<file path="src/rtl/ptscf_pkg.sv">
package ptscf_pkg;

   // Filter and pulse constants
   localparam logic [15:0]        FILT_RESET      = 16'd23040;  // 90.0 in Q8.8
   localparam logic [8:0]         ALPHA_ONE       = 9'd256;
   localparam logic [7:0]         ANGLE_MAX       = 8'd180;
   localparam logic signed [16:0] ANGLE_OFFSET    = 17'sd9000;
   localparam logic signed [16:0] ANGLE_CLAMP_SUM = 17'sd18100; // sum giving 181 degrees
   localparam logic [7:0]         ANGLE_DIVISOR   = 8'd100;
   localparam logic [8:0]         PULSE_DIVISOR   = 9'd180;

   // Configuration reset values
   localparam logic [8:0]  BLEND_WEIGHT_RESET = 9'd256;
   localparam logic [7:0]  DEADBAND_RESET     = 8'd0;
   localparam logic [11:0] PULSE_MIN_RESET    = 12'd150;
   localparam logic [11:0] PULSE_MAX_RESET    = 12'd600;

   // Configuration address map
   localparam int CSR_ADDR_W = 4;
   localparam logic [1:0] REG_BLEND_WEIGHT = 2'd0;
   localparam logic [1:0] REG_DEADBAND     = 2'd1;
   localparam logic [1:0] REG_PULSE_MIN    = 2'd2;
   localparam logic [1:0] REG_PULSE_MAX    = 2'd3;

   // Serial step counts per phase
   localparam int ANGLE_STEPS  = 8;   // quotient bits of the angle divide
   localparam int FILTER_STEPS = 9;   // weight bits
   localparam int MUL_STEPS    = 8;   // angle bits of the span multiply
   localparam int PULSE_STEPS  = 12;  // quotient bits of the pulse divide
   localparam int CNT_W        = $clog2(PULSE_STEPS);

   typedef enum logic [2:0] {
      ST_IDLE,
      ST_ANGLE,
      ST_FILTER,
      ST_MUL,
      ST_PULSE,
      ST_HOLD
   } phase_type;

   // Sequencer to axis lane control
   typedef struct packed {
      phase_type phase;
      logic      load;
      logic      last;
      logic      alpha_bit;
      logic      beta_bit;
   } ctrl_type;

   typedef struct packed {
      logic signed [15:0] yaw_centideg;
      logic signed [15:0] pitch_centideg;
   } req_type;

   typedef struct packed {
      logic [11:0] pan_pulse;
      logic        pan_update;
      logic [11:0] tilt_pulse;
      logic        tilt_update;
   } rsp_type;

endpackage

</file>
<file path="src/rtl/ptscf_axis.sv">
module ptscf_axis (
   input  logic               clock,
   input  logic               reset,
   input  ptscf_pkg::ctrl_type ctrl,
   input  logic signed [15:0] sample,
   input  logic [7:0]         deadband,
   input  logic [11:0]        pulse_from,
   input  logic [11:0]        pulse_to,
   output logic [11:0]        pulse,
   output logic               update
);
   import ptscf_pkg::*;

   logic [15:0] filt_ff, filt_in;
   logic [7:0]  q_ff, q_in;
   logic [7:0]  rem_ff, rem_in;
   logic [23:0] acc_ff, acc_in;
   logic        lo_ff, lo_in;
   logic        hi_ff, hi_in;
   logic        upd_ff, upd_in;

   logic signed [16:0] sum;
   logic               sum_high;
   logic [7:0]         angle;
   logic [7:0]         cur;
   logic [7:0]         diff;
   logic               upd_now;
   logic [23:0]        fsum;
   logic signed [12:0] span;
   logic               span_neg;
   logic [12:0]        span_abs;
   logic [11:0]        mag;
   logic [23:0]        msum;
   logic [7:0]         a_trial;
   logic               a_ge;
   logic [7:0]         a_rem;
   logic [8:0]         p_trial;
   logic               p_ge;
   logic [8:0]         p_rem;

   // Offset the sample and flag the clamp cases
   assign sum      = {sample[15], sample} + ANGLE_OFFSET;
   assign sum_high = !sum[16] && (sum >= ANGLE_CLAMP_SUM);

   // Clamped integer angle once the divide is done
   assign angle = hi_ff ? ANGLE_MAX : (lo_ff ? 8'd0 : q_ff);

   // Deadband test against the integer part of the filter
   assign cur     = filt_ff[15:8];
   assign diff    = (angle >= cur) ? (angle - cur) : (cur - angle);
   assign upd_now = diff > deadband;

   // Weighted sum, MSB first over the weight bits
   assign fsum = {acc_ff[22:0], 1'b0}
               + (ctrl.alpha_bit ? {8'h00, angle, 8'h00} : 24'h0)
               + (ctrl.beta_bit  ? {8'h00, filt_ff}      : 24'h0);

   // Span magnitude and sign for the pulse map
   assign span     = $signed({1'b0, pulse_to}) - $signed({1'b0, pulse_from});
   assign span_neg = span[12];
   assign span_abs = span_neg ? (13'd0 - span) : span;
   assign mag      = span_abs[11:0];
   assign msum     = {acc_ff[22:0], 1'b0} + {12'h000, (q_ff[7] ? mag : 12'h000)};

   // Restoring divide steps
   assign a_trial = {rem_ff[6:0], q_ff[7]};
   assign a_ge    = a_trial >= ANGLE_DIVISOR;
   assign a_rem   = a_ge ? (a_trial - ANGLE_DIVISOR) : a_trial;

   assign p_trial = {rem_ff, acc_ff[11]};
   assign p_ge    = p_trial >= PULSE_DIVISOR;
   assign p_rem   = p_ge ? (p_trial - PULSE_DIVISOR) : p_trial;

   // Next-state of the lane datapath
   always_comb begin
      filt_in = filt_ff;
      q_in    = q_ff;
      rem_in  = rem_ff;
      acc_in  = acc_ff;
      lo_in   = lo_ff;
      hi_in   = hi_ff;
      upd_in  = upd_ff;
      if (ctrl.load) begin
         lo_in  = sum[16];
         hi_in  = sum_high;
         rem_in = {1'b0, sum[14:8]};
         q_in   = sum[7:0];
         acc_in = '0;
      end else begin
         case (ctrl.phase)
            ST_ANGLE: begin
               rem_in = {1'b0, a_rem[6:0]};
               q_in   = {q_ff[6:0], a_ge};
            end
            ST_FILTER: begin
               acc_in = fsum;
               if (ctrl.last) begin
                  upd_in = upd_now;
                  acc_in = '0;
                  if (upd_now) begin
                     filt_in = fsum[23:8];
                     q_in    = fsum[23:16];
                  end else begin
                     q_in = filt_ff[15:8];
                  end
               end
            end
            ST_MUL: begin
               acc_in = msum;
               q_in   = {q_ff[6:0], 1'b0};
               if (ctrl.last) begin
                  rem_in = msum[19:12];
                  acc_in = {12'h000, msum[11:0]};
               end
            end
            ST_PULSE: begin
               rem_in = p_rem[7:0];
               acc_in = {acc_ff[23:12], acc_ff[10:0], p_ge};
            end
            default: begin
            end
         endcase
      end
   end

   // Filter state
   always_ff @(posedge clock) begin
      if (reset) begin
         filt_ff <= FILT_RESET;
      end else begin
         filt_ff <= filt_in;
      end
   end

   // Working registers
   always_ff @(posedge clock) begin
      q_ff   <= q_in;
      rem_ff <= rem_in;
      acc_ff <= acc_in;
      lo_ff  <= lo_in;
      hi_ff  <= hi_in;
      upd_ff <= upd_in;
   end

   // Quotient holds |a*span|/180 after the pulse divide
   assign pulse  = span_neg ? (pulse_from - acc_ff[11:0]) : (pulse_from + acc_ff[11:0]);
   assign update = upd_ff;

endmodule

</file>
<file path="src/rtl/pan_tilt_servo_command_filter_core.sv">
// Pan/tilt servo command filter. Each accepted beat carries yaw and pitch in
// hundredths of a degree; each becomes a clamped 0..180 degree angle, passes a
// deadband and a Q8 exponential average (per-axis Q8.8 state, reset 90.0), and
// the integer filtered angle maps onto pulse_min..pulse_max (pan reversed,
// tilt direct). One result beat per input beat. Items are processed one at a
// time through a bit-serial datapath: angle divide, filter multiply, span
// multiply, pulse divide, then a hold state that passes the result to the
// output register; a new beat is taken only once the last has left the hold
// state. The output register lets the next beat start while a result waits.
module pan_tilt_servo_command_filter_core (
   input  logic                                 clock,
   input  logic                                 reset,
   input  logic                                 req_valid,
   output logic                                 req_ready,
   input  ptscf_pkg::req_type                   req_data,
   output logic                                 rsp_valid,
   input  logic                                 rsp_ready,
   output ptscf_pkg::rsp_type                   rsp_data,
   input  logic                                 psel,
   input  logic                                 penable,
   input  logic                                 pwrite,
   input  logic [ptscf_pkg::CSR_ADDR_W-1:0]     paddr,
   input  logic [31:0]                          pwdata,
   output logic [31:0]                          prdata,
   output logic                                 pready
);
   import ptscf_pkg::*;

   localparam logic [CNT_W-1:0] ANGLE_LAST  = CNT_W'(ANGLE_STEPS - 1);
   localparam logic [CNT_W-1:0] FILTER_LAST = CNT_W'(FILTER_STEPS - 1);
   localparam logic [CNT_W-1:0] MUL_LAST    = CNT_W'(MUL_STEPS - 1);
   localparam logic [CNT_W-1:0] PULSE_LAST  = CNT_W'(PULSE_STEPS - 1);

   phase_type         state_ff, state_in;
   logic [CNT_W-1:0]  cnt_ff, cnt_in;
   logic [8:0]        alpha_sh_ff, alpha_sh_in;
   logic [8:0]        beta_sh_ff, beta_sh_in;
   logic              rsp_valid_ff, rsp_valid_in;
   rsp_type           rsp_data_ff, rsp_data_in;

   logic [8:0]        blend_weight_ff, blend_weight_in;
   logic [7:0]        deadband_ff, deadband_in;
   logic [11:0]       pulse_min_ff, pulse_min_in;
   logic [11:0]       pulse_max_ff, pulse_max_in;

   logic              req_fire;
   logic              step_last;
   logic              rsp_load;
   logic              csr_write;
   logic [1:0]        csr_index;
   logic [8:0]        alpha_eff;
   ctrl_type          ctrl;
   logic [11:0]       pan_pulse;
   logic              pan_upd;
   logic [11:0]       tilt_pulse;
   logic              tilt_upd;

   assign req_ready = (state_ff == ST_IDLE);
   assign req_fire  = req_valid && req_ready;
   assign rsp_load  = (state_ff == ST_HOLD) && (!rsp_valid_ff || rsp_ready);

   // Sequencer: phase and step count
   always_comb begin
      state_in  = state_ff;
      cnt_in    = cnt_ff;
      step_last = 1'b0;
      case (state_ff)
         ST_IDLE: begin
            if (req_fire) begin
               state_in = ST_ANGLE;
               cnt_in   = '0;
            end
         end
         ST_ANGLE: begin
            step_last = (cnt_ff == ANGLE_LAST);
            cnt_in    = step_last ? '0 : cnt_ff + 1'b1;
            if (step_last) begin
               state_in = ST_FILTER;
            end
         end
         ST_FILTER: begin
            step_last = (cnt_ff == FILTER_LAST);
            cnt_in    = step_last ? '0 : cnt_ff + 1'b1;
            if (step_last) begin
               state_in = ST_MUL;
            end
         end
         ST_MUL: begin
            step_last = (cnt_ff == MUL_LAST);
            cnt_in    = step_last ? '0 : cnt_ff + 1'b1;
            if (step_last) begin
               state_in = ST_PULSE;
            end
         end
         ST_PULSE: begin
            step_last = (cnt_ff == PULSE_LAST);
            cnt_in    = step_last ? '0 : cnt_ff + 1'b1;
            if (step_last) begin
               state_in = ST_HOLD;
            end
         end
         ST_HOLD: begin
            if (rsp_load) begin
               state_in = ST_IDLE;
            end
         end
         default: begin
            state_in = ST_IDLE;
            cnt_in   = '0;
         end
      endcase
   end

   always_ff @(posedge clock) begin
      if (reset) begin
         state_ff <= ST_IDLE;
         cnt_ff   <= '0;
      end else begin
         state_ff <= state_in;
         cnt_ff   <= cnt_in;
      end
   end

   // Weight shift registers, MSB first during the filter phase
   assign alpha_eff = (blend_weight_ff > ALPHA_ONE) ? ALPHA_ONE : blend_weight_ff;

   always_comb begin
      alpha_sh_in = alpha_sh_ff;
      beta_sh_in  = beta_sh_ff;
      if (req_fire) begin
         alpha_sh_in = alpha_eff;
         beta_sh_in  = ALPHA_ONE - alpha_eff;
      end else if (state_ff == ST_FILTER) begin
         alpha_sh_in = {alpha_sh_ff[7:0], 1'b0};
         beta_sh_in  = {beta_sh_ff[7:0], 1'b0};
      end
   end

   always_ff @(posedge clock) begin
      alpha_sh_ff <= alpha_sh_in;
      beta_sh_ff  <= beta_sh_in;
   end

   // Lane control
   always_comb begin
      ctrl.phase     = state_ff;
      ctrl.load      = req_fire;
      ctrl.last      = step_last;
      ctrl.alpha_bit = alpha_sh_ff[8];
      ctrl.beta_bit  = beta_sh_ff[8];
   end

   // Pan lane: reversed map
   ptscf_axis u_pan (
      .clock      (clock),
      .reset      (reset),
      .ctrl       (ctrl),
      .sample     (req_data.yaw_centideg),
      .deadband   (deadband_ff),
      .pulse_from (pulse_max_ff),
      .pulse_to   (pulse_min_ff),
      .pulse      (pan_pulse),
      .update     (pan_upd)
   );

   // Tilt lane: direct map
   ptscf_axis u_tilt (
      .clock      (clock),
      .reset      (reset),
      .ctrl       (ctrl),
      .sample     (req_data.pitch_centideg),
      .deadband   (deadband_ff),
      .pulse_from (pulse_min_ff),
      .pulse_to   (pulse_max_ff),
      .pulse      (tilt_pulse),
      .update     (tilt_upd)
   );

   // Result register
   always_comb begin
      rsp_data_in  = rsp_data_ff;
      rsp_valid_in = rsp_valid_ff && !rsp_ready;
      if (rsp_load) begin
         rsp_valid_in            = 1'b1;
         rsp_data_in.pan_pulse   = pan_pulse;
         rsp_data_in.pan_update  = pan_upd;
         rsp_data_in.tilt_pulse  = tilt_pulse;
         rsp_data_in.tilt_update = tilt_upd;
      end
   end

   always_ff @(posedge clock) begin
      if (reset) begin
         rsp_valid_ff <= 1'b0;
      end else begin
         rsp_valid_ff <= rsp_valid_in;
      end
   end

   always_ff @(posedge clock) begin
      rsp_data_ff <= rsp_data_in;
   end

   assign rsp_valid = rsp_valid_ff;
   assign rsp_data  = rsp_data_ff;

   // Configuration registers
   assign csr_write = psel && penable && pwrite;
   assign csr_index = paddr[3:2];
   assign pready    = 1'b1;

   always_comb begin
      blend_weight_in = blend_weight_ff;
      deadband_in     = deadband_ff;
      pulse_min_in    = pulse_min_ff;
      pulse_max_in    = pulse_max_ff;
      if (csr_write) begin
         case (csr_index)
            REG_BLEND_WEIGHT: blend_weight_in = pwdata[8:0];
            REG_DEADBAND:     deadband_in     = pwdata[7:0];
            REG_PULSE_MIN:    pulse_min_in    = pwdata[11:0];
            REG_PULSE_MAX:    pulse_max_in    = pwdata[11:0];
            default: begin
            end
         endcase
      end
   end

   always_ff @(posedge clock) begin
      if (reset) begin
         blend_weight_ff <= BLEND_WEIGHT_RESET;
         deadband_ff     <= DEADBAND_RESET;
         pulse_min_ff    <= PULSE_MIN_RESET;
         pulse_max_ff    <= PULSE_MAX_RESET;
      end else begin
         blend_weight_ff <= blend_weight_in;
         deadband_ff     <= deadband_in;
         pulse_min_ff    <= pulse_min_in;
         pulse_max_ff    <= pulse_max_in;
      end
   end

   // Register readback
   always_comb begin
      case (csr_index)
         REG_BLEND_WEIGHT: prdata = {23'h0, blend_weight_ff};
         REG_DEADBAND:     prdata = {24'h0, deadband_ff};
         REG_PULSE_MIN:    prdata = {20'h0, pulse_min_ff};
         REG_PULSE_MAX:    prdata = {20'h0, pulse_max_ff};
         default:          prdata = '0;
      endcase
   end

endmodule

</file>
<file path="config.mk">
export PLATFORM = sky130hd
export DESIGN_NAME = pan_tilt_servo_command_filter_core
export DESIGN_NICKNAME = d
export VERILOG_FILES = /design/src/rtl/ptscf_pkg.sv /design/src/rtl/ptscf_axis.sv /design/src/rtl/pan_tilt_servo_command_filter_core.sv
export SDC_FILE = /design/constraint.sdc
export NUM_CORES = 1
export LEC_CHECK = 0
export BUFFER_PORTS_ARGS = -buffer_cell sky130_fd_sc_hd__buf_4
export CAP_MARGIN = 20
export CELL_PAD_IN_SITES_DETAIL_PLACEMENT = 1
export CELL_PAD_IN_SITES_GLOBAL_PLACEMENT = 2
export CORE_AREA = 2 2 245 247
export CTS_CLUSTER_SIZE = 28
export DETAILED_ROUTE_END_ITERATION = 8
export DIE_AREA = 0 0 247 249
export PLACE_DENSITY = 0.86
export SYNTH_ARGS = -nofsm -noshare
export SYNTH_HDL_FRONTEND = slang
export SYNTH_HIERARCHICAL = 1
export SYNTH_SLANG_ARGS = --single-unit
export TNS_END_PERCENT = 100
</file>
<file path="constraint.sdc">
create_clock -name clock -period 5.1 [get_ports clock]
set_clock_uncertainty 0.05 [all_clocks]
set_input_delay 0.51 -clock clock [delete_from_list [all_inputs] [get_ports clock]]
set_output_delay 0.51 -clock clock [all_outputs]
set_load 0.02 [all_outputs]
</file>
### After elaboration in Yosys (flattened, before gate mapping)

Cells that the tools add are included.

| storage, ports and cells | value |
|---|---|
| register bits | 209 |
| logic and storage cells | 185 |

| cells by class | value |
|---|---|
| $add $sub $neg | 26 |
| magnitude comparators | 11 |
| equality and inequality tests | 20 |
| muxes and demuxes | 60 |
| bitwise gates (word level) | 3 |
| reduce and logical (&&, ||, !) cells | 34 |

Operators by type and width:

| operator | count |
|---|---|
| $pmux 23 s3 | 2 |
| $mux 8 | 16 |
| $pmux 32 s4 | 1 |
| $add 24x16->24 | 4 |
| $pmux 8 s3 | 4 |
| $mux 23 | 4 |
| $mux 12 | 6 |
| $mux 16 | 4 |
| $add 23x12->23 | 2 |
| $mux 9 | 5 |
| $add 16x15->17 const B | 2 |
| $ge 17x16->1 const B | 2 |
| $sub 8x8->8 | 4 |
| $mux 7 | 4 |
| $sub 12x12->13 | 2 |
| $add 12x12->12 | 2 |
| $sub 1x12->12 const A | 2 |
| $sub 12x12->12 | 2 |
| $pmux 4 s5 | 1 |
| $ge 9x8->1 const B | 2 |
| $mux 3 | 6 |
| $pmux 3 s6 | 1 |
| $reduce_and 2->1 | 9 |
| $ge 8x7->1 const B | 2 |
| other kinds (33) | 65 |

### Logic depth before layout (Yosys ltp)

| logic depth | value |
|---|---|
| depth after elaboration | 9 |
| mapped depth | 23 |

### By module

The synthesis kept the hierarchy.

Modules (own cells, without submodules):

| module | instances | cells an instance | area an instance (µm²) |
|---|---|---|---|
| ptscf_axis (u_pan) | 1 | 1052 | 7866.3 |
| ptscf_axis (u_tilt) | 1 | 1036 | 7792.5 |
| pan_tilt_servo_command_filter_core | 1 | 400 | 4170.2 |

### Least setup slack after synthesis

OpenSTA, ideal clock, no wires.

| path | value |
|---|---|
| path type | register -> register |
| start | reg pulse_max_ff[0] |
| end | reg u_pan.rem_ff[6] (data pin) |
| library setup time | 269 ps |
| arrival time | 4466 ps |
| slack | 315 ps |
| stages on the path, launching flop included | 19 |
| path buffers | 0 |
| period minus slack after synthesis | 4785 ps |
| cells stage by stage | dfxtp_1 > ha_1 > fa_1 > nor2b_4 > o211a_1 > or4_2 > nand4_1 > a21oi_1 > or3_1 > a21boi_0 > ha_1 > and3_1 > a221o_1 > o21a_1 > o211ai_1 > a211oi_1 > xor2_1 > a221oi_1 > mux2i_1 |

| on the way | value |
|---|---|
| longest elaborated chain between the ends | 8 |

Ends and longest elaborated chain:

| item | RTL line | text |
|---|---|---|
| from (decl) | pan_tilt_servo_command_filter_core.sv:44 | `logic [11:0] pulse_max_ff, pulse_max_in;` |
| from (signal assigned) | pan_tilt_servo_command_filter_core.sv:239 | `pulse_max_ff <= pulse_max_in;` |
| $sub 12x12->13 (*) | ptscf_axis.sv:59 | `assign span = $signed({1'b0, pulse_to}) - $signed({1'b0, pulse_from});` |
| $sub 1x12->12 | ptscf_axis.sv:61 | `assign span_abs = span_neg ? (13'd0 - span) : span;` |
| $mux 12 (*) | ptscf_axis.sv:61 |  |
| $mux 12 (*) | ptscf_axis.sv:63 | `assign msum = {acc_ff[22:0], 1'b0} + {12'h000, (q_ff[7] ? mag : 12'h000)};` |
| $add 23x12->23 (*) | ptscf_axis.sv:63 |  |
| $mux 8 (*) | ptscf_axis.sv:111 | `if (ctrl.last) begin` |
| $pmux 8 s3 (*) | ptscf_axis.sv:90 | `case (ctrl.phase)` |
| $mux 7 (*) | ptscf_axis.sv:83 | `if (ctrl.load) begin` |
| net u_pan.rem_in[6] | ptscf_axis.sv:16 | `logic [7:0] rem_ff, rem_in;` |
| to (signal assigned) | ptscf_axis.sv:138 | `rem_ff <= rem_in;` |
| to (decl) | ptscf_axis.sv:16 |  |

Mark *: on every way through the listed nets, which the timed path passes. The rest lies on a longest branch. The select of a mux whose other input is x is not followed.
A chain may end at the register's enable or synchronous reset.

### Worst setup path in the final report

| path | value |
|---|---|
| start | reg u_tilt.lo_ff |
| end | reg u_tilt.q_ff[1] (data pin) |

| on the way | value |
|---|---|
| longest elaborated chain between the ends | 9 |
| elaborated cells between the ends (all ways) | 14 |

Ends and longest elaborated chain:

| item | RTL line | text |
|---|---|---|
| from (decl) | ptscf_axis.sv:18 | `logic lo_ff, lo_in;` |
| from (signal assigned) | ptscf_axis.sv:140 | `lo_ff <= lo_in;` |
| $mux 8 (*) (2 in a row) | ptscf_axis.sv:46 | `assign angle = hi_ff ? ANGLE_MAX : (lo_ff ? 8'd0 : q_ff);` |
| $mux 16, or another cell as far along | ptscf_axis.sv:55 | `+ (ctrl.alpha_bit ? {8'h00, angle, 8'h00} : 24'h0)` |
| $add 24x16->24 / $mux 8 (equally long branches) | ptscf_axis.sv:55, ptscf_axis.sv:50 |  |
| $add 24x16->24 / $gt 8x8->1 (equally long branches) | ptscf_axis.sv:56, ptscf_axis.sv:51 |  |
| $mux 8 (*) | ptscf_axis.sv:100 | `if (upd_now) begin` |
| $mux 8 (*) | ptscf_axis.sv:97 | `if (ctrl.last) begin` |
| $pmux 8 s3 (*) | ptscf_axis.sv:90 |  |
| $mux 8 (*) | ptscf_axis.sv:83 |  |
| net u_tilt.q_in[1] | ptscf_axis.sv:15 | `logic [7:0] q_ff, q_in;` |
| to (signal assigned) | ptscf_axis.sv:137 | `q_ff <= q_in;` |
| to (decl) | ptscf_axis.sv:15 |  |

Marks and branches as above.

==> impl_results.md <==
* Outcome: completed
* Hold Crit Start: pwdata[9]
* CP arrival at approximately 5100 ps
* Count of input and output buffers at 92
* Pin count of the biggest net entering global routing at 80
* PwrDens at 244 nW/um^2
* Main synth FF type: dfxtp_1
* Clk Latency, worst-skew pair at about 580 ps
* Post-DP HPWL at approximately 54000 um
* Reg2reg start: u_tilt/lo_ff
* Slowest stage delay, CP at ~400 ps
* Antenna-violating nets left at 0
* Io pins at 136
* Kind of critical path: flop to flop
* DIE WIDTH at about 250 um
* Total Power at 5.61 mW
* Residual DRC at 0
* Sequential area share after synthesis at 25.0%
* GP Congestion at 0.904
* Clk pwr share at about 36%
* Clk Tree Root Cell: clkbuf_16
* Sequential power share at 35.0%
* Synth cell types at 106
* Synthesized cell area at 19800 um^2
* Slew @ Worst Pin at around 1100 ps
* Area growth syn-to-layout at 16.0%
* Mean Syn Cell Area at between 7 and 8 um^2
* Worst slew margin at 27.8%
* Longest Clk Path Bufs at 3
* Final core area utilization at slightly below 40%
* Final TNS setup at 0 ps
* Total wire length at 70100 um
* Die area at slightly above 60000 um^2
* Worst Path Required at roughly 5400 ps
* Site row count at slightly below 90
* Worst Hold Class: input pin to flop
* CP Capture Type: flop
* Cells after Synth at between 2000 and 2500
* Ys Warns at 6
* P_int at ~3.7 mW
* Post-synth EDFFs at 79
* Sink Count at 208
* Final Hold Fails at 0
* Initial DRC count at roughly 1100
* CTS Buf Count at 28
* First-pass GRT wire length at about 110000 um
* CP startpoint: u_tilt/lo_ff
* H-tree Lvls at 1
* Via-to-Cell Ratio at around 5.5
* Critical path's slowest cell: fa_1
* GRT Util Overall at between 20% and 30%
* Vias at 19000
* # diodes at 0
* Fill count at 7109
* Endpoints failing setup at 0
* Ys async rst share at 0%
* Peak supply drop at roughly 230 uV
* Maxcap violations at 0
* Net Sw Power at 1.91 mW
* CTS tree: built
* Comb pwr share at between 20 and 30%
* Core Region at 58700 um^2
* FMAX at around 0.2 GHz
* Die H at between 200 and 250 um
* Post-layout min period at slightly below 5000 ps
* Hold Buf Count CTS at 0
* 1st-pass router iterations at 5
* Flop-to-flop setup slack at 230 ps
* Slew Viols, Final at 0
* Sw Share at between 30% and 40%
* LEAKAGE at between 9 and 10 nW
* Starting Density at between 30% and 40%
* CTS clk-pin slew, worst paths at about 70 ps
* Layout cell share with drive strength beyond 1 at between 10% and 20%
* Crit share post-route at approximately 95%
* Initial antenna violation count at 0
* Crit-path max FO at 15
* Vias in the first global route at 19600
* Fin nets at 2900
* Critical path startpoint category: flop
* Grt ovf at 0
* Worst-path cell chain: nor2_2, nand2_1, ha_1, inv_1, fa_1, a21oi_1, o2111ai_1, a41oi_2, a31oi_1, a221o_1, a32oi_2, nand3_1, xnor2_1, ha_1, a21o_1, a21o_1, a21oi_1, a21oi_2, buf_12, nand2_1, o21ai_0, a221o_1
* WL/cell at 20.5 um
* Synthesis-stage register bit count at about 210
-- area by class of cell --
cell class | instances | area (um^2) | area share, %
Inverter | 202 | 759 | 3.30
Sequential cell | 208 | 4960 | 21.6
Multi-Input combinational cell | 1975 | 13800 | 60.1
Tap cell | 773 | 967 | 4.20
Clock inverter | 17 | 115 | 0.500
Timing Repair Buffer | 207 | 1590 | 6.90
Clock buffer | 35 | 800 | 3.48
-- power by group through the flow --
stage	clock network, mW	logic (mW)	registers (mW)
after detailed placement	0	1.60	1.99
after CTS	2.03	1.61	1.96
after floorplan	0	1.13	1.95
after global routing	2.09	1.83	1.97
final	1.99	1.65	1.96
after global placement	0	1.54	1.99
-- per-layer routing --
metal / vias to the layer above / GRT usage (%) / routed length [um]
met4: 0 / 6.61 / 2040
li1: 9126 / - / -
met1: 9372 / 28.8 / 31600
met5: - / 0 / 0
met3: 107 / 1.82 / 2270
met2: 351 / 38.7 / 34200
-- flip-flops by register name (all words and copies together), names as in the netlist, 12 cells and up --
name,flops
u_pan/filt_ff,16
rsp_data,26
pulse_max_ff,12
u_pan/acc_ff,23
pulse_min_ff,12
u_tilt/filt_ff,16
u_tilt/acc_ff,23
-- cells in the mapped netlist, types with 20 or more instances --
cell	number	area share [%]
nand2b_1	27	0.85
a21o_1	46	1.7
o21a_1	33	1.2
fa_1	28	2.8
a21oi_1	194	4.9
nand2_1	277	5.2
o211ai_1	22	0.83
a31oi_1	32	1.0
inv_1	202	3.8
o21ai_0	126	3.2
buf_4	21	0.80
dfxtp_1	129	13
mux2i_1	31	1.6
xor2_1	55	2.4
and3_1	24	0.76
nor2b_1	29	0.91
clkbuf_1	81	1.5
xnor2_1	110	4.9
nand3_1	52	1.3
ha_1	175	11
and2_1	42	1.3
or3_1	20	0.63
edfxtp_1	79	12
a211oi_1	37	1.4
o31ai_1	23	0.87
nor3_1	49	1.2
nor2_1	213	4.0
-- through the flow --
step	hold WS (ps)	instances	setup slack [ps]	instance area [um^2]
finish	129	3417	234	23000
global route	143	3417	-48.5	23000
CTS	104	3408	0.996	22700
detailed placement	358	3356	-159	21800
global placement	360	3356	-49.4	21800
floorplan	350	2507	315	19900
-- path summary, 6_finish.rpt --
check                         end  cells past startpoint
hold / removal    pulse_max_ff[9]                      3
hold reg to reg       rsp_data[0]                      0
setup reg to reg   u_tilt/q_ff[1]                     22
setup / recovery   u_tilt/q_ff[1]                     22
-- layout by cell type, fill, tap and decap left out, types with 36 or more instances in the layout --
master,count
a21oi_1,187
buf_4,203
a211oi_1,36
o21ai_0,122
nor2_1,211
nand3_1,52
dfxtp_1,127
nand2_1,277
and2_1,41
nor3_1,47
xnor2_1,108
ha_1,172
inv_1,200
xor2_1,55
edfxtp_1,79
a21o_1,45
-- what timing repair did --
item                                    4_1_cts  5_1_grt
buffers inserted                              0        9
endpoints found under the setup margin        7       80
resized for setup                             6       48
pin swaps                                     1       23
-- cell families (layout without fill, tap and decap cells) --
group                    count (synthesis)  after routing  share of synthesized area [%]
AND/OR/NAND/NOR                        843            843                           20.6
other                                    2             21                         0.0379
adder cells (fa/ha/maj)                203            203                           13.9
XOR/XNOR                               165            165                           7.29
AO/OA/AOI/OAI                          695            695                           23.4
flip-flops                             208            208                           25.0
buffers and inverters                  324            461                           6.79
multiplexers                            48             48                           3.00
-- worst max-delay path: cells and delay by family (launching register included) --
family / cells / cell delay, ps
AOI/OAI and AO/OA: 12 / 2560
xor gates and xnor gates: 1 / 150
adders and majority gates: 3 / 870
buffers and inverters: 2 / 230
DFF: 1 / 380
and+or+nand+nor: 4 / 400
Note: power is estimated with default switching activity, not from simulation.
